## src/rtl/biquad_pkg.sv

```systemverilog
// biquad_pkg: shared types, register indexes and the control store of the biquad core.
// No dependencies; biquad_iir_filter_core refers to it by scoped names.
package biquad_pkg;

  localparam int ACC_BITS      = 48;
  localparam int COEF_BITS     = 32;
  localparam int NUM_COEFS     = 5;
  localparam int CFG_ADDR_BITS = 5;
  localparam int PC_BITS       = 4;

  typedef logic [2:0]         reg_idx_t;
  typedef logic [PC_BITS-1:0] pc_t;

  // register indexes on the configuration port, also the coefficient selects
  localparam reg_idx_t REG_B0 = 3'd0;
  localparam reg_idx_t REG_B1 = 3'd1;
  localparam reg_idx_t REG_B2 = 3'd2;
  localparam reg_idx_t REG_A1 = 3'd3;
  localparam reg_idx_t REG_A2 = 3'd4;

  localparam logic signed [ACC_BITS-1:0] ACC_MAX = {1'b0, {(ACC_BITS-1){1'b1}}};
  localparam logic signed [ACC_BITS-1:0] ACC_MIN = {1'b1, {(ACC_BITS-1){1'b0}}};

  typedef enum logic {MUL_X, MUL_Y} mul_src_t;
  typedef enum logic {ADD_A_P, ADD_A_ACC} add_a_t;
  typedef enum logic [1:0] {ADD_B_ZERO, ADD_B_D1, ADD_B_D2, ADD_B_P} add_b_t;
  typedef enum logic [1:0] {BR_NEVER, BR_NO_INPUT, BR_OUT_FULL, BR_ALWAYS} br_cond_t;

  // program steps
  localparam pc_t ST_WAIT    = 4'd0;
  localparam pc_t ST_MUL_B0  = 4'd1;
  localparam pc_t ST_ACC_Y   = 4'd2;
  localparam pc_t ST_ROUND   = 4'd3;
  localparam pc_t ST_OUT     = 4'd4;
  localparam pc_t ST_SUB_A1  = 4'd5;
  localparam pc_t ST_D1      = 4'd6;
  localparam pc_t ST_LOAD_B2 = 4'd7;
  localparam pc_t ST_D2      = 4'd8;

  typedef struct packed {
    logic      in_ready;
    logic      mul_en;
    mul_src_t  mul_src;
    reg_idx_t  coef_sel;
    add_a_t    add_a;
    add_b_t    add_b;
    logic      sub;
    logic      acc_we;
    logic      d1_we;
    logic      d2_we;
    logic      y_we;
    logic      out_load;
    br_cond_t  br_cond;
    pc_t       br_addr;
  } ctrl_t;

  // control store: one word per step
  function automatic ctrl_t ucode(input pc_t pc);
    ctrl_t w;
    w = '0;
    w.mul_src  = MUL_X;
    w.add_a    = ADD_A_P;
    w.add_b    = ADD_B_ZERO;
    w.br_cond  = BR_NEVER;
    w.br_addr  = ST_WAIT;
    unique case (pc)
      ST_WAIT: begin
        w.in_ready = 1'b1;
        w.br_cond  = BR_NO_INPUT;
        w.br_addr  = ST_WAIT;
      end
      ST_MUL_B0: begin
        w.mul_en   = 1'b1;
        w.coef_sel = REG_B0;
      end
      ST_ACC_Y: begin
        // acc = x*b0 + d1
        w.add_a    = ADD_A_P;
        w.add_b    = ADD_B_D1;
        w.acc_we   = 1'b1;
        w.mul_en   = 1'b1;
        w.coef_sel = REG_B1;
      end
      ST_ROUND: begin
        w.y_we     = 1'b1;
        w.add_a    = ADD_A_P;
        w.add_b    = ADD_B_ZERO;
        w.acc_we   = 1'b1;
      end
      ST_OUT: begin
        w.out_load = 1'b1;
        w.mul_en   = 1'b1;
        w.mul_src  = MUL_Y;
        w.coef_sel = REG_A1;
        w.br_cond  = BR_OUT_FULL;
        w.br_addr  = ST_OUT;
      end
      ST_SUB_A1: begin
        w.add_a    = ADD_A_ACC;
        w.add_b    = ADD_B_P;
        w.sub      = 1'b1;
        w.acc_we   = 1'b1;
      end
      ST_D1: begin
        w.add_a    = ADD_A_ACC;
        w.add_b    = ADD_B_D2;
        w.d1_we    = 1'b1;
        w.mul_en   = 1'b1;
        w.coef_sel = REG_B2;
      end
      ST_LOAD_B2: begin
        w.add_a    = ADD_A_P;
        w.add_b    = ADD_B_ZERO;
        w.acc_we   = 1'b1;
        w.mul_en   = 1'b1;
        w.mul_src  = MUL_Y;
        w.coef_sel = REG_A2;
      end
      ST_D2: begin
        w.add_a    = ADD_A_ACC;
        w.add_b    = ADD_B_P;
        w.sub      = 1'b1;
        w.d2_we    = 1'b1;
        w.br_cond  = BR_ALWAYS;
        w.br_addr  = ST_WAIT;
      end
      default: begin
        w.br_cond  = BR_ALWAYS;
        w.br_addr  = ST_WAIT;
      end
    endcase
    return w;
  endfunction

endpackage

```

## src/rtl/biquad_iir_filter_core.sv

```systemverilog
// biquad_iir_filter_core: second-order iir section, transposed direct form ii, fixed point.
// Depends on biquad_pkg for the control store, register indexes and constants.
//
// Usage:
//   in_*  : stream of samples, in_tdata holds sample_in (low SAMPLE_BITS bits).
//   out_* : stream of filtered samples, out_tdata holds sample_out.
//   cfg_* : apb-style port; b0, b1, b2, a1, a2 (signed, COEF_FRAC_BITS fraction bits)
//           at byte addresses 0x00, 0x04, 0x08, 0x0c, 0x10. pready is always high.
// A short program in a control store runs one shared multiplier and one saturating
// adder: 9 steps per item, and a new item is taken only once the program is back at its wait step.
// The multiplier handles five products per item one at a time.
// The result is loaded into the output register at the output step, after the accumulate and round steps.
// The output register holds a result while the receiver stalls; the program
// runs on and only waits at its output step if the previous result is still there.
// Reset clears the coefficients, both delay accumulators and the program counter;
// the block is ready to take an item as soon as reset is released.
// Accumulators saturate at 48 bits, the output saturates to SAMPLE_BITS bits.
module biquad_iir_filter_core #(
  parameter int SAMPLE_BITS    = 16,
  parameter int COEF_FRAC_BITS = 28
) (
  input  logic                                           clk,
  input  logic                                           rst_n,
  input  logic                                           in_tvalid,
  output logic                                           in_tready,
  input  logic [((SAMPLE_BITS+7)/8)*8-1:0]               in_tdata,   // sample_in
  output logic                                           out_tvalid,
  input  logic                                           out_tready,
  output logic [((SAMPLE_BITS+7)/8)*8-1:0]               out_tdata,  // sample_out
  input  logic                                           cfg_psel,
  input  logic                                           cfg_penable,
  input  logic                                           cfg_pwrite,
  input  logic [biquad_pkg::CFG_ADDR_BITS-1:0]           cfg_paddr,
  input  logic [biquad_pkg::COEF_BITS-1:0]               cfg_pwdata,
  output logic [biquad_pkg::COEF_BITS-1:0]               cfg_prdata,
  output logic                                           cfg_pready
);

  localparam int DATA_W = ((SAMPLE_BITS + 7) / 8) * 8;
  localparam int ACC_W  = biquad_pkg::ACC_BITS;
  localparam int CW     = biquad_pkg::COEF_BITS;
  localparam int PROD_W = SAMPLE_BITS + CW;
  localparam int WIDE_W = (PROD_W > ACC_W) ? PROD_W : ACC_W;
  localparam logic signed [ACC_W:0] ROUND_HALF = (ACC_W+1)'(1) << (COEF_FRAC_BITS - 1);
  localparam logic signed [ACC_W:0] Y_MAX =
    {{(ACC_W + 2 - SAMPLE_BITS){1'b0}}, {(SAMPLE_BITS - 1){1'b1}}};
  localparam logic signed [ACC_W:0] Y_MIN = ~Y_MAX;

  // configuration
  logic signed [CW-1:0] b0_r, b1_r, b2_r, a1_r, a2_r;
  logic                          cfg_wr;
  biquad_pkg::reg_idx_t          cfg_idx;

  // sequencer
  biquad_pkg::pc_t   pc_r, pc_nxt;
  biquad_pkg::ctrl_t cw;
  logic              br_taken;
  logic              out_full;
  logic              in_acc;

  // datapath
  logic signed [SAMPLE_BITS-1:0] x_r, y_r, y_nxt;
  logic signed [SAMPLE_BITS-1:0] mul_a;
  logic signed [CW-1:0]          coef_op;
  logic signed [PROD_W-1:0]      prod;
  logic signed [WIDE_W-1:0]      prod_w;
  logic [WIDE_W-ACC_W:0]         prod_hi;
  logic signed [ACC_W-1:0]       prod_sat;
  logic signed [ACC_W-1:0]       p_r, acc_r, d1_r, d2_r;
  logic signed [ACC_W-1:0]       add_a_op, add_b_op, add_res;
  logic signed [ACC_W:0]         add_sum;
  logic signed [ACC_W:0]         rnd_sum, rnd_shift;

  logic                          out_tvalid_r, out_tvalid_nxt;
  logic [SAMPLE_BITS-1:0]        out_data_r;
  logic                          out_load;

  // ---------------- configuration port ----------------
  assign cfg_pready = 1'b1;
  assign cfg_wr     = cfg_psel && cfg_penable && cfg_pwrite && cfg_pready;
  assign cfg_idx    = cfg_paddr[4:2];

  always_ff @(posedge clk) begin
    if (!rst_n) begin
      b0_r <= '0;
      b1_r <= '0;
      b2_r <= '0;
      a1_r <= '0;
      a2_r <= '0;
    end else if (cfg_wr) begin
      unique case (cfg_idx)
        biquad_pkg::REG_B0: b0_r <= cfg_pwdata;
        biquad_pkg::REG_B1: b1_r <= cfg_pwdata;
        biquad_pkg::REG_B2: b2_r <= cfg_pwdata;
        biquad_pkg::REG_A1: a1_r <= cfg_pwdata;
        biquad_pkg::REG_A2: a2_r <= cfg_pwdata;
        default: ;
      endcase
    end
  end

  always_comb begin
    unique case (cfg_idx)
      biquad_pkg::REG_B0: cfg_prdata = b0_r;
      biquad_pkg::REG_B1: cfg_prdata = b1_r;
      biquad_pkg::REG_B2: cfg_prdata = b2_r;
      biquad_pkg::REG_A1: cfg_prdata = a1_r;
      biquad_pkg::REG_A2: cfg_prdata = a2_r;
      default:            cfg_prdata = '0;
    endcase
  end

  // ---------------- sequencer ----------------
  assign cw        = biquad_pkg::ucode(pc_r);
  assign out_full  = out_tvalid_r && !out_tready;
  assign in_tready = cw.in_ready;
  assign in_acc    = in_tvalid && in_tready;

  always_comb begin
    unique case (cw.br_cond)
      biquad_pkg::BR_NEVER:    br_taken = 1'b0;
      biquad_pkg::BR_NO_INPUT: br_taken = !in_tvalid;
      biquad_pkg::BR_OUT_FULL: br_taken = out_full;
      biquad_pkg::BR_ALWAYS:   br_taken = 1'b1;
      default:                 br_taken = 1'b1;
    endcase
    pc_nxt = br_taken ? cw.br_addr : biquad_pkg::pc_t'(pc_r + 1'b1);
  end

  always_ff @(posedge clk) begin
    if (!rst_n) begin
      pc_r <= biquad_pkg::ST_WAIT;
    end else begin
      pc_r <= pc_nxt;
    end
  end

  // ---------------- multiplier ----------------
  assign mul_a = (cw.mul_src == biquad_pkg::MUL_Y) ? y_r : x_r;

  always_comb begin
    unique case (cw.coef_sel)
      biquad_pkg::REG_B0: coef_op = b0_r;
      biquad_pkg::REG_B1: coef_op = b1_r;
      biquad_pkg::REG_B2: coef_op = b2_r;
      biquad_pkg::REG_A1: coef_op = a1_r;
      biquad_pkg::REG_A2: coef_op = a2_r;
      default:            coef_op = '0;
    endcase
  end

  assign prod    = mul_a * coef_op;
  assign prod_w  = WIDE_W'(prod);
  assign prod_hi = prod_w[WIDE_W-1:ACC_W-1];

  // product clamps to the accumulator range
  always_comb begin
    if ((&prod_hi) || !(|prod_hi)) begin
      prod_sat = prod_w[ACC_W-1:0];
    end else begin
      prod_sat = prod_w[WIDE_W-1] ? biquad_pkg::ACC_MIN : biquad_pkg::ACC_MAX;
    end
  end

  // ---------------- saturating adder ----------------
  assign add_a_op = (cw.add_a == biquad_pkg::ADD_A_ACC) ? acc_r : p_r;

  always_comb begin
    unique case (cw.add_b)
      biquad_pkg::ADD_B_ZERO: add_b_op = '0;
      biquad_pkg::ADD_B_D1:   add_b_op = d1_r;
      biquad_pkg::ADD_B_D2:   add_b_op = d2_r;
      biquad_pkg::ADD_B_P:    add_b_op = p_r;
      default:                add_b_op = '0;
    endcase
    if (cw.sub) begin
      add_sum = {add_a_op[ACC_W-1], add_a_op} - {add_b_op[ACC_W-1], add_b_op};
    end else begin
      add_sum = {add_a_op[ACC_W-1], add_a_op} + {add_b_op[ACC_W-1], add_b_op};
    end
    if (add_sum[ACC_W] != add_sum[ACC_W-1]) begin
      add_res = add_sum[ACC_W] ? biquad_pkg::ACC_MIN : biquad_pkg::ACC_MAX;
    end else begin
      add_res = add_sum[ACC_W-1:0];
    end
  end

  // ---------------- output rounding, half up ----------------
  always_comb begin
    rnd_sum   = {acc_r[ACC_W-1], acc_r} + ROUND_HALF;
    rnd_shift = rnd_sum >>> COEF_FRAC_BITS;
    priority if (rnd_shift > Y_MAX) begin
      y_nxt = Y_MAX[SAMPLE_BITS-1:0];
    end else if (rnd_shift < Y_MIN) begin
      y_nxt = Y_MIN[SAMPLE_BITS-1:0];
    end else begin
      y_nxt = rnd_shift[SAMPLE_BITS-1:0];
    end
  end

  // ---------------- datapath registers ----------------
  always_ff @(posedge clk) begin
    if (in_acc) begin
      x_r <= in_tdata[SAMPLE_BITS-1:0];
    end
    if (cw.mul_en) begin
      p_r <= prod_sat;
    end
    if (cw.acc_we) begin
      acc_r <= add_res;
    end
    if (cw.y_we) begin
      y_r <= y_nxt;
    end
  end

  always_ff @(posedge clk) begin
    if (!rst_n) begin
      d1_r <= '0;
      d2_r <= '0;
    end else begin
      if (cw.d1_we) begin
        d1_r <= add_res;
      end
      if (cw.d2_we) begin
        d2_r <= add_res;
      end
    end
  end

  // ---------------- output register ----------------
  assign out_load = cw.out_load && !out_full;

  always_comb begin
    out_tvalid_nxt = out_tvalid_r;
    if (out_load) begin
      out_tvalid_nxt = 1'b1;
    end else if (out_tready) begin
      out_tvalid_nxt = 1'b0;
    end
  end

  always_ff @(posedge clk) begin
    if (!rst_n) begin
      out_tvalid_r <= 1'b0;
    end else begin
      out_tvalid_r <= out_tvalid_nxt;
    end
  end

  always_ff @(posedge clk) begin
    if (out_load) begin
      out_data_r <= y_r;
    end
  end

  assign out_tvalid = out_tvalid_r;
  assign out_tdata  = DATA_W'(out_data_r);

  // ---------------- assertions ----------------
  a_pc_range: assert property (@(posedge clk) disable iff (!rst_n)
    pc_r <= biquad_pkg::ST_D2)
    else $error("program counter left the program");

  a_valid_from_out_step: assert property (@(posedge clk) disable iff (!rst_n)
    (rst_n && $past(rst_n) && $rose(out_tvalid_r)) |-> $past(pc_r) == biquad_pkg::ST_OUT)
    else $error("result raised outside the output step");

  a_hold_when_full: assert property (@(posedge clk) disable iff (!rst_n)
    (pc_r == biquad_pkg::ST_OUT && out_tvalid_r && !out_tready) |=>
      pc_r == biquad_pkg::ST_OUT)
    else $error("output step left while the previous result is pending");

  a_d1_update: assert property (@(posedge clk) disable iff (!rst_n)
    (rst_n && $past(rst_n) && !$stable(d1_r)) |-> $past(pc_r) == biquad_pkg::ST_D1)
    else $error("first delay changed outside its update step");

  a_d2_update: assert property (@(posedge clk) disable iff (!rst_n)
    (rst_n && $past(rst_n) && !$stable(d2_r)) |-> $past(pc_r) == biquad_pkg::ST_D2)
    else $error("second delay changed outside its update step");

endmodule

```

## config.mk

```make
export PLATFORM = sky130hd
export DESIGN_NAME = biquad_iir_filter_core
export DESIGN_NICKNAME = d
export VERILOG_FILES = /design/src/rtl/biquad_pkg.sv /design/src/rtl/biquad_iir_filter_core.sv
export SDC_FILE = /design/constraint.sdc
export NUM_CORES = 2
export LEC_CHECK = 0
export BUFFER_PORTS_ARGS = -buffer_cell sky130_fd_sc_hd__clkbuf_2
export CORE_MARGIN = 2
export CORE_UTILIZATION = 28
export CTS_BUF_LIST = sky130_fd_sc_hd__clkbuf_16
export CTS_CLUSTER_DIAMETER = 60
export DETAILED_ROUTE_END_ITERATION = 10
export GPL_ROUTABILITY_DRIVEN = 0
export SETUP_SLACK_MARGIN = 0.1
export SLEW_MARGIN = 5
export SYNTH_ARGS = -nofsm -noshare
export SYNTH_HDL_FRONTEND = slang
export SYNTH_SLANG_ARGS = --single-unit
```

## constraint.sdc

```tcl
create_clock -name clk -period 18.1 [get_ports clk]
set_input_delay 3.62 -clock clk [delete_from_list [all_inputs] [get_ports clk]]
set_output_delay 3.62 -clock clk [all_outputs]
set_load 0.01 [all_outputs]
```

==> flow_metrics.env <==
export IMPL_status="finished clean"
export IMPL_postLayoutSetupSlackWorst_ns=7.61
export IMPL_timing_worst_slew_pin_value_ns=1.14
export IMPL_synth_cells=4626
export IMPL_synth_simple_area_share_pct=16.4
export IMPL_syn2layout_area_growth_pct=10.4
export IMPL_syn_mean_instance_area_sq_um=8.52
export IMPL_cpLargestDelayFamily="adder cells"
export IMPL_ioPinCount=111
export IMPL_cp_slowest_cell="sky130_fd_sc_hd__dfxtp_2"
export IMPL_synth_fa_ha_area_share_pct=30.3
export IMPL_maximum_number_of_pins_on_one_net_before_global_route_repair=105
export IMPL_net_count_after_synthesis=5341
export IMPL_vdd_drop_max_uv=73.4
export IMPL_start_to_end_type_of_the_worst_setup_path="flip-flop to flip-flop"
export IMPL_synthArstFlopShare_pct=0
export IMPL_largest_family_of_logic_cells_by_synthesized_area="adder cells"
export IMPL_cts_inserted_buffers=49
export IMPL_iteration_0_drc_count_of_the_detailed_router=3419
export IMPL_per_cell_routed_wire_length_um=19.7
export IMPL_die_x_um=379
export IMPL_slew_violations=0
export IMPL_vias_in_the_first_global_route=33200
export IMPL_post_cts_buffers=0
export IMPL_slowest_delay_ns=0.73
export IMPL_ctsHoldBuffers=0
export IMPL_ratio_of_cells_with_drive_above_1_in_the_final_layout_pct=8.12
export IMPL_die_height_um=379
export IMPL_number_of_antenna_violations_at_the_first_check_in_global_routing=6
export IMPL_clk_insertion_delay_late_ns=0.65
export IMPL_crit_required_ns=18.47
export IMPL_core_area_sq_um=140000
export IMPL_worstSetupStartpointType="flip-flop"
export IMPL_synthXorXnorAreaFrac_pct=3.48
export IMPL_dpl_hpwl_um=92300
export IMPL_vias=33300
export IMPL_cts_root_to_sink_buffers=3
export IMPL_finalNetCount=5291
export IMPL_grt_overflow_total=0
export IMPL_hold_viol_final=0
export IMPL_layout_min_cycle_time_ns=10.49
export IMPL_clock_skew_ns=0.0533
export IMPL_maxClockFrequency_mhz=95.3
export IMPL_finalCritPeriodShare_pct=57.9
export IMPL_die_area_sq_um=144000
export IMPL_cts_tree="done"
export IMPL_worst_path_max_fanout=46
export IMPL_synth_distinct_cells=83
export IMPL_rsz0062_at_grt="no"
export IMPL_min_path_type="flip-flop to flip-flop"
export IMPL_drc=0
export IMPL_end_kind="flip-flop"
export IMPL_maxSlewHeadroom_pct=21.6
export IMPL_cp_buffers_inverters=5
export IMPL_worst_setup_hold_path_clk_slew_ns=0.06
export IMPL_synthesis_area_sq_um=39400
export IMPL_postRouteWirelength_um=128000
export IMPL_ys_seq_area_share_pct=24.2
export IMPL_yosys_register_bits=405
export IMPL_numClockSinks=405
export IMPL_fillerInstances=14600
export IMPL_drv_max_cap_violation_count=0
export IMPL_synthFlopType="sky130_fd_sc_hd__dfxtp_1"
export IMPL_worst_slack_placed_ns=7.84
export IMPL_p_leak_uw=0.0181
export IMPL_io_buffers=107
export IMPL_all_layer_gr_usage_pct=17.6
export IMPL_synth_compound_area_share_pct=14.2
export IMPL_cts_root_buffer="sky130_fd_sc_hd__clkbuf_16"
export IMPL_arrival_ns=10.86
export IMPL_drt_first_pass_iters=8
export IMPL_fp_row_count=137
export IMPL_initial_utilization_pct=28.2
export IMPL_setup_violations_final=0
export IMPL_setup_tns_ns=0
export IMPL_synth_enable_flop_cells=144
export IMPL_power_density_nw_per_um2=79.1
export IMPL_antenna_left=0
export IMPL_report_power_total_uw=3440
export IMPL_cts_htree_levels=2
export IMPL_post_synth_mux_area_share_pct=3.01
export IMPL_crit_top_cell="sky130_fd_sc_hd__fa_1"
export IMPL_ys_warnings_count=0
export IMPL_cts_repair_resized=0
export IMPL_drt_vias_per_instance=5.12
export IMPL_wire_length_of_the_first_global_routing_pass_um=197000
==> final timing paths <==
check | from | end | slack [ns] | cells past startpoint
setup reg to reg | pc_r[2]$_SDFF_PN0_ | p_r[40]$_DFFE_PP_ | 7.61 | 29
hold / removal | y_r[11]$_SDFFCE_PN1P_ | out_tdata[11]$_DFFE_PP_ | 0.45 | 0
hold reg to reg | y_r[11]$_SDFFCE_PN1P_ | out_tdata[11]$_DFFE_PP_ | 0.45 | 0
setup / recovery | pc_r[2]$_SDFF_PN0_ | p_r[40]$_DFFE_PP_ | 7.61 | 29
==> power by group <==
part | switching [uW] | leakage [uW] | internal (uW)
Combinational | 861 | 0.0139 | 416
Sequential | 64.0 | 0.00343 | 1070
Clock | 437 | 0.000823 | 590
Total | 1360 | 0.0181 | 2080
==> final cells by class <==
class	count	area [sq um]	share of cell area [%]
Inverter	602	2260	5.20
Multi-Input combinational cell	3357	26700	61.5
Timing Repair Buffer	161	941	2.16
Tap cell	1876	2350	5.39
Antenna cell	1	2.50	0.00575
Sequential cell	405	9550	21.9
Clock inverter	43	448	1.03
Clock buffer	49	1230	2.82
==> cell usage after synthesis, types with 23 or more instances <==
library cell / count / area share, %
sky130_fd_sc_hd__a31oi_1: 32 / 0.51
sky130_fd_sc_hd__mux2_2: 60 / 1.7
sky130_fd_sc_hd__a21oi_1: 390 / 4.9
sky130_fd_sc_hd__xor2_1: 62 / 1.4
sky130_fd_sc_hd__nand2b_1: 25 / 0.40
sky130_fd_sc_hd__a22oi_1: 40 / 0.76
sky130_fd_sc_hd__dfxtp_1: 261 / 13
sky130_fd_sc_hd__inv_1: 598 / 5.7
sky130_fd_sc_hd__a222oi_1: 40 / 1.0
sky130_fd_sc_hd__clkbuf_1: 213 / 2.0
sky130_fd_sc_hd__fa_1: 487 / 25
sky130_fd_sc_hd__nor2_1: 393 / 3.7
sky130_fd_sc_hd__edfxtp_1: 144 / 11
sky130_fd_sc_hd__o22ai_1: 36 / 0.57
sky130_fd_sc_hd__ha_1: 168 / 5.3
sky130_fd_sc_hd__nand3_1: 99 / 1.3
sky130_fd_sc_hd__nand3b_1: 33 / 0.63
sky130_fd_sc_hd__xnor2_1: 93 / 2.1
sky130_fd_sc_hd__a21o_1: 48 / 0.91
sky130_fd_sc_hd__mux2i_1: 51 / 1.3
sky130_fd_sc_hd__nor3_1: 23 / 0.29
sky130_fd_sc_hd__and3_1: 56 / 0.89
sky130_fd_sc_hd__o21ai_0: 179 / 2.3
sky130_fd_sc_hd__nand2_1: 772 / 7.3
==> routing by layer <==
layer	GRT usage, %	part of all wire [%]	wire length (um)
met1	24.0	43	54500
met5	0	0.020	25
met2	28.1	45	57600
met3	3.48	9.4	12000
met4	5.32	2.9	3660
==> layout by cell type, fill, tap and decap left out, types with 15 or more instances in the layout <==
| cell type | netlist | routed |
|---|---|---|
| sky130_fd_sc_hd__xor2_1 | 62 | 62 |
| sky130_fd_sc_hd__edfxtp_1 | 144 | 144 |
| sky130_fd_sc_hd__a221oi_1 | 16 | 16 |
| sky130_fd_sc_hd__ha_1 | 168 | 168 |
| sky130_fd_sc_hd__nand3_1 | 99 | 97 |
| sky130_fd_sc_hd__clkbuf_2 | 1 | 107 |
| sky130_fd_sc_hd__a21oi_1 | 390 | 387 |
| sky130_fd_sc_hd__a31oi_1 | 32 | 32 |
| sky130_fd_sc_hd__nor2_1 | 393 | 388 |
| sky130_fd_sc_hd__o21ai_1 | 22 | 22 |
| sky130_fd_sc_hd__buf_4 | 5 | 54 |
| sky130_fd_sc_hd__nand2_1 | 772 | 769 |
| sky130_fd_sc_hd__a21o_1 | 48 | 48 |
| sky130_fd_sc_hd__nor3_1 | 23 | 19 |
| sky130_fd_sc_hd__o22ai_1 | 36 | 36 |
| sky130_fd_sc_hd__and3_1 | 56 | 53 |
| sky130_fd_sc_hd__a222oi_1 | 40 | 40 |
| sky130_fd_sc_hd__a22oi_1 | 40 | 40 |
| sky130_fd_sc_hd__and2_1 | 17 | 17 |
| sky130_fd_sc_hd__mux2_2 | 60 | 60 |
| sky130_fd_sc_hd__xnor2_1 | 93 | 92 |
| sky130_fd_sc_hd__nand3b_1 | 33 | 33 |
| sky130_fd_sc_hd__dfxtp_1 | 261 | 259 |
| sky130_fd_sc_hd__nand2b_1 | 25 | 25 |
| sky130_fd_sc_hd__nor2b_1 | 17 | 15 |
| sky130_fd_sc_hd__fa_1 | 487 | 487 |
| sky130_fd_sc_hd__clkbuf_16 | 0 | 49 |
| sky130_fd_sc_hd__mux2i_1 | 51 | 42 |
| sky130_fd_sc_hd__inv_1 | 598 | 603 |
| sky130_fd_sc_hd__o21a_1 | 15 | 15 |
| sky130_fd_sc_hd__o21ai_0 | 179 | 179 |
| sky130_fd_sc_hd__nand4_1 | 18 | 18 |
==> stage by stage <==
stage          cells  utilization, %  hold slack, ns  instance area [sq um]
3_3_place_gp    6401            30.0           0.431                  41900
5_1_grt         6494            31.2           0.466                  43500
3_5_place_dp    6401            30.0           0.440                  41900
2_1_floorplan   4626               -           0.417                  39400
6_report        6494            31.2           0.454                  43500
4_1_cts         6493            31.2           0.454                  43500
==> state kept, by name (all words and copies together), names as in the netlist <==
signal	count
b0_r	32
pc_r	4
d2_r	48
out_tvalid	1
a1_r	32
b1_r	32
x_r	16
d1_r	48
y_r	16
acc_r	48
out_tdata	16
p_r	48
b2_r	32
a2_r	32
==> cell families after synthesis <==
logic type | count (synthesis)
simple gates | 1497
compound gates | 927
buf+inv | 864
fa+ha+maj | 665
flops | 405
xor+xnor | 156
mux | 111
other cells | 1
Power figures use the tool's default switching activity.
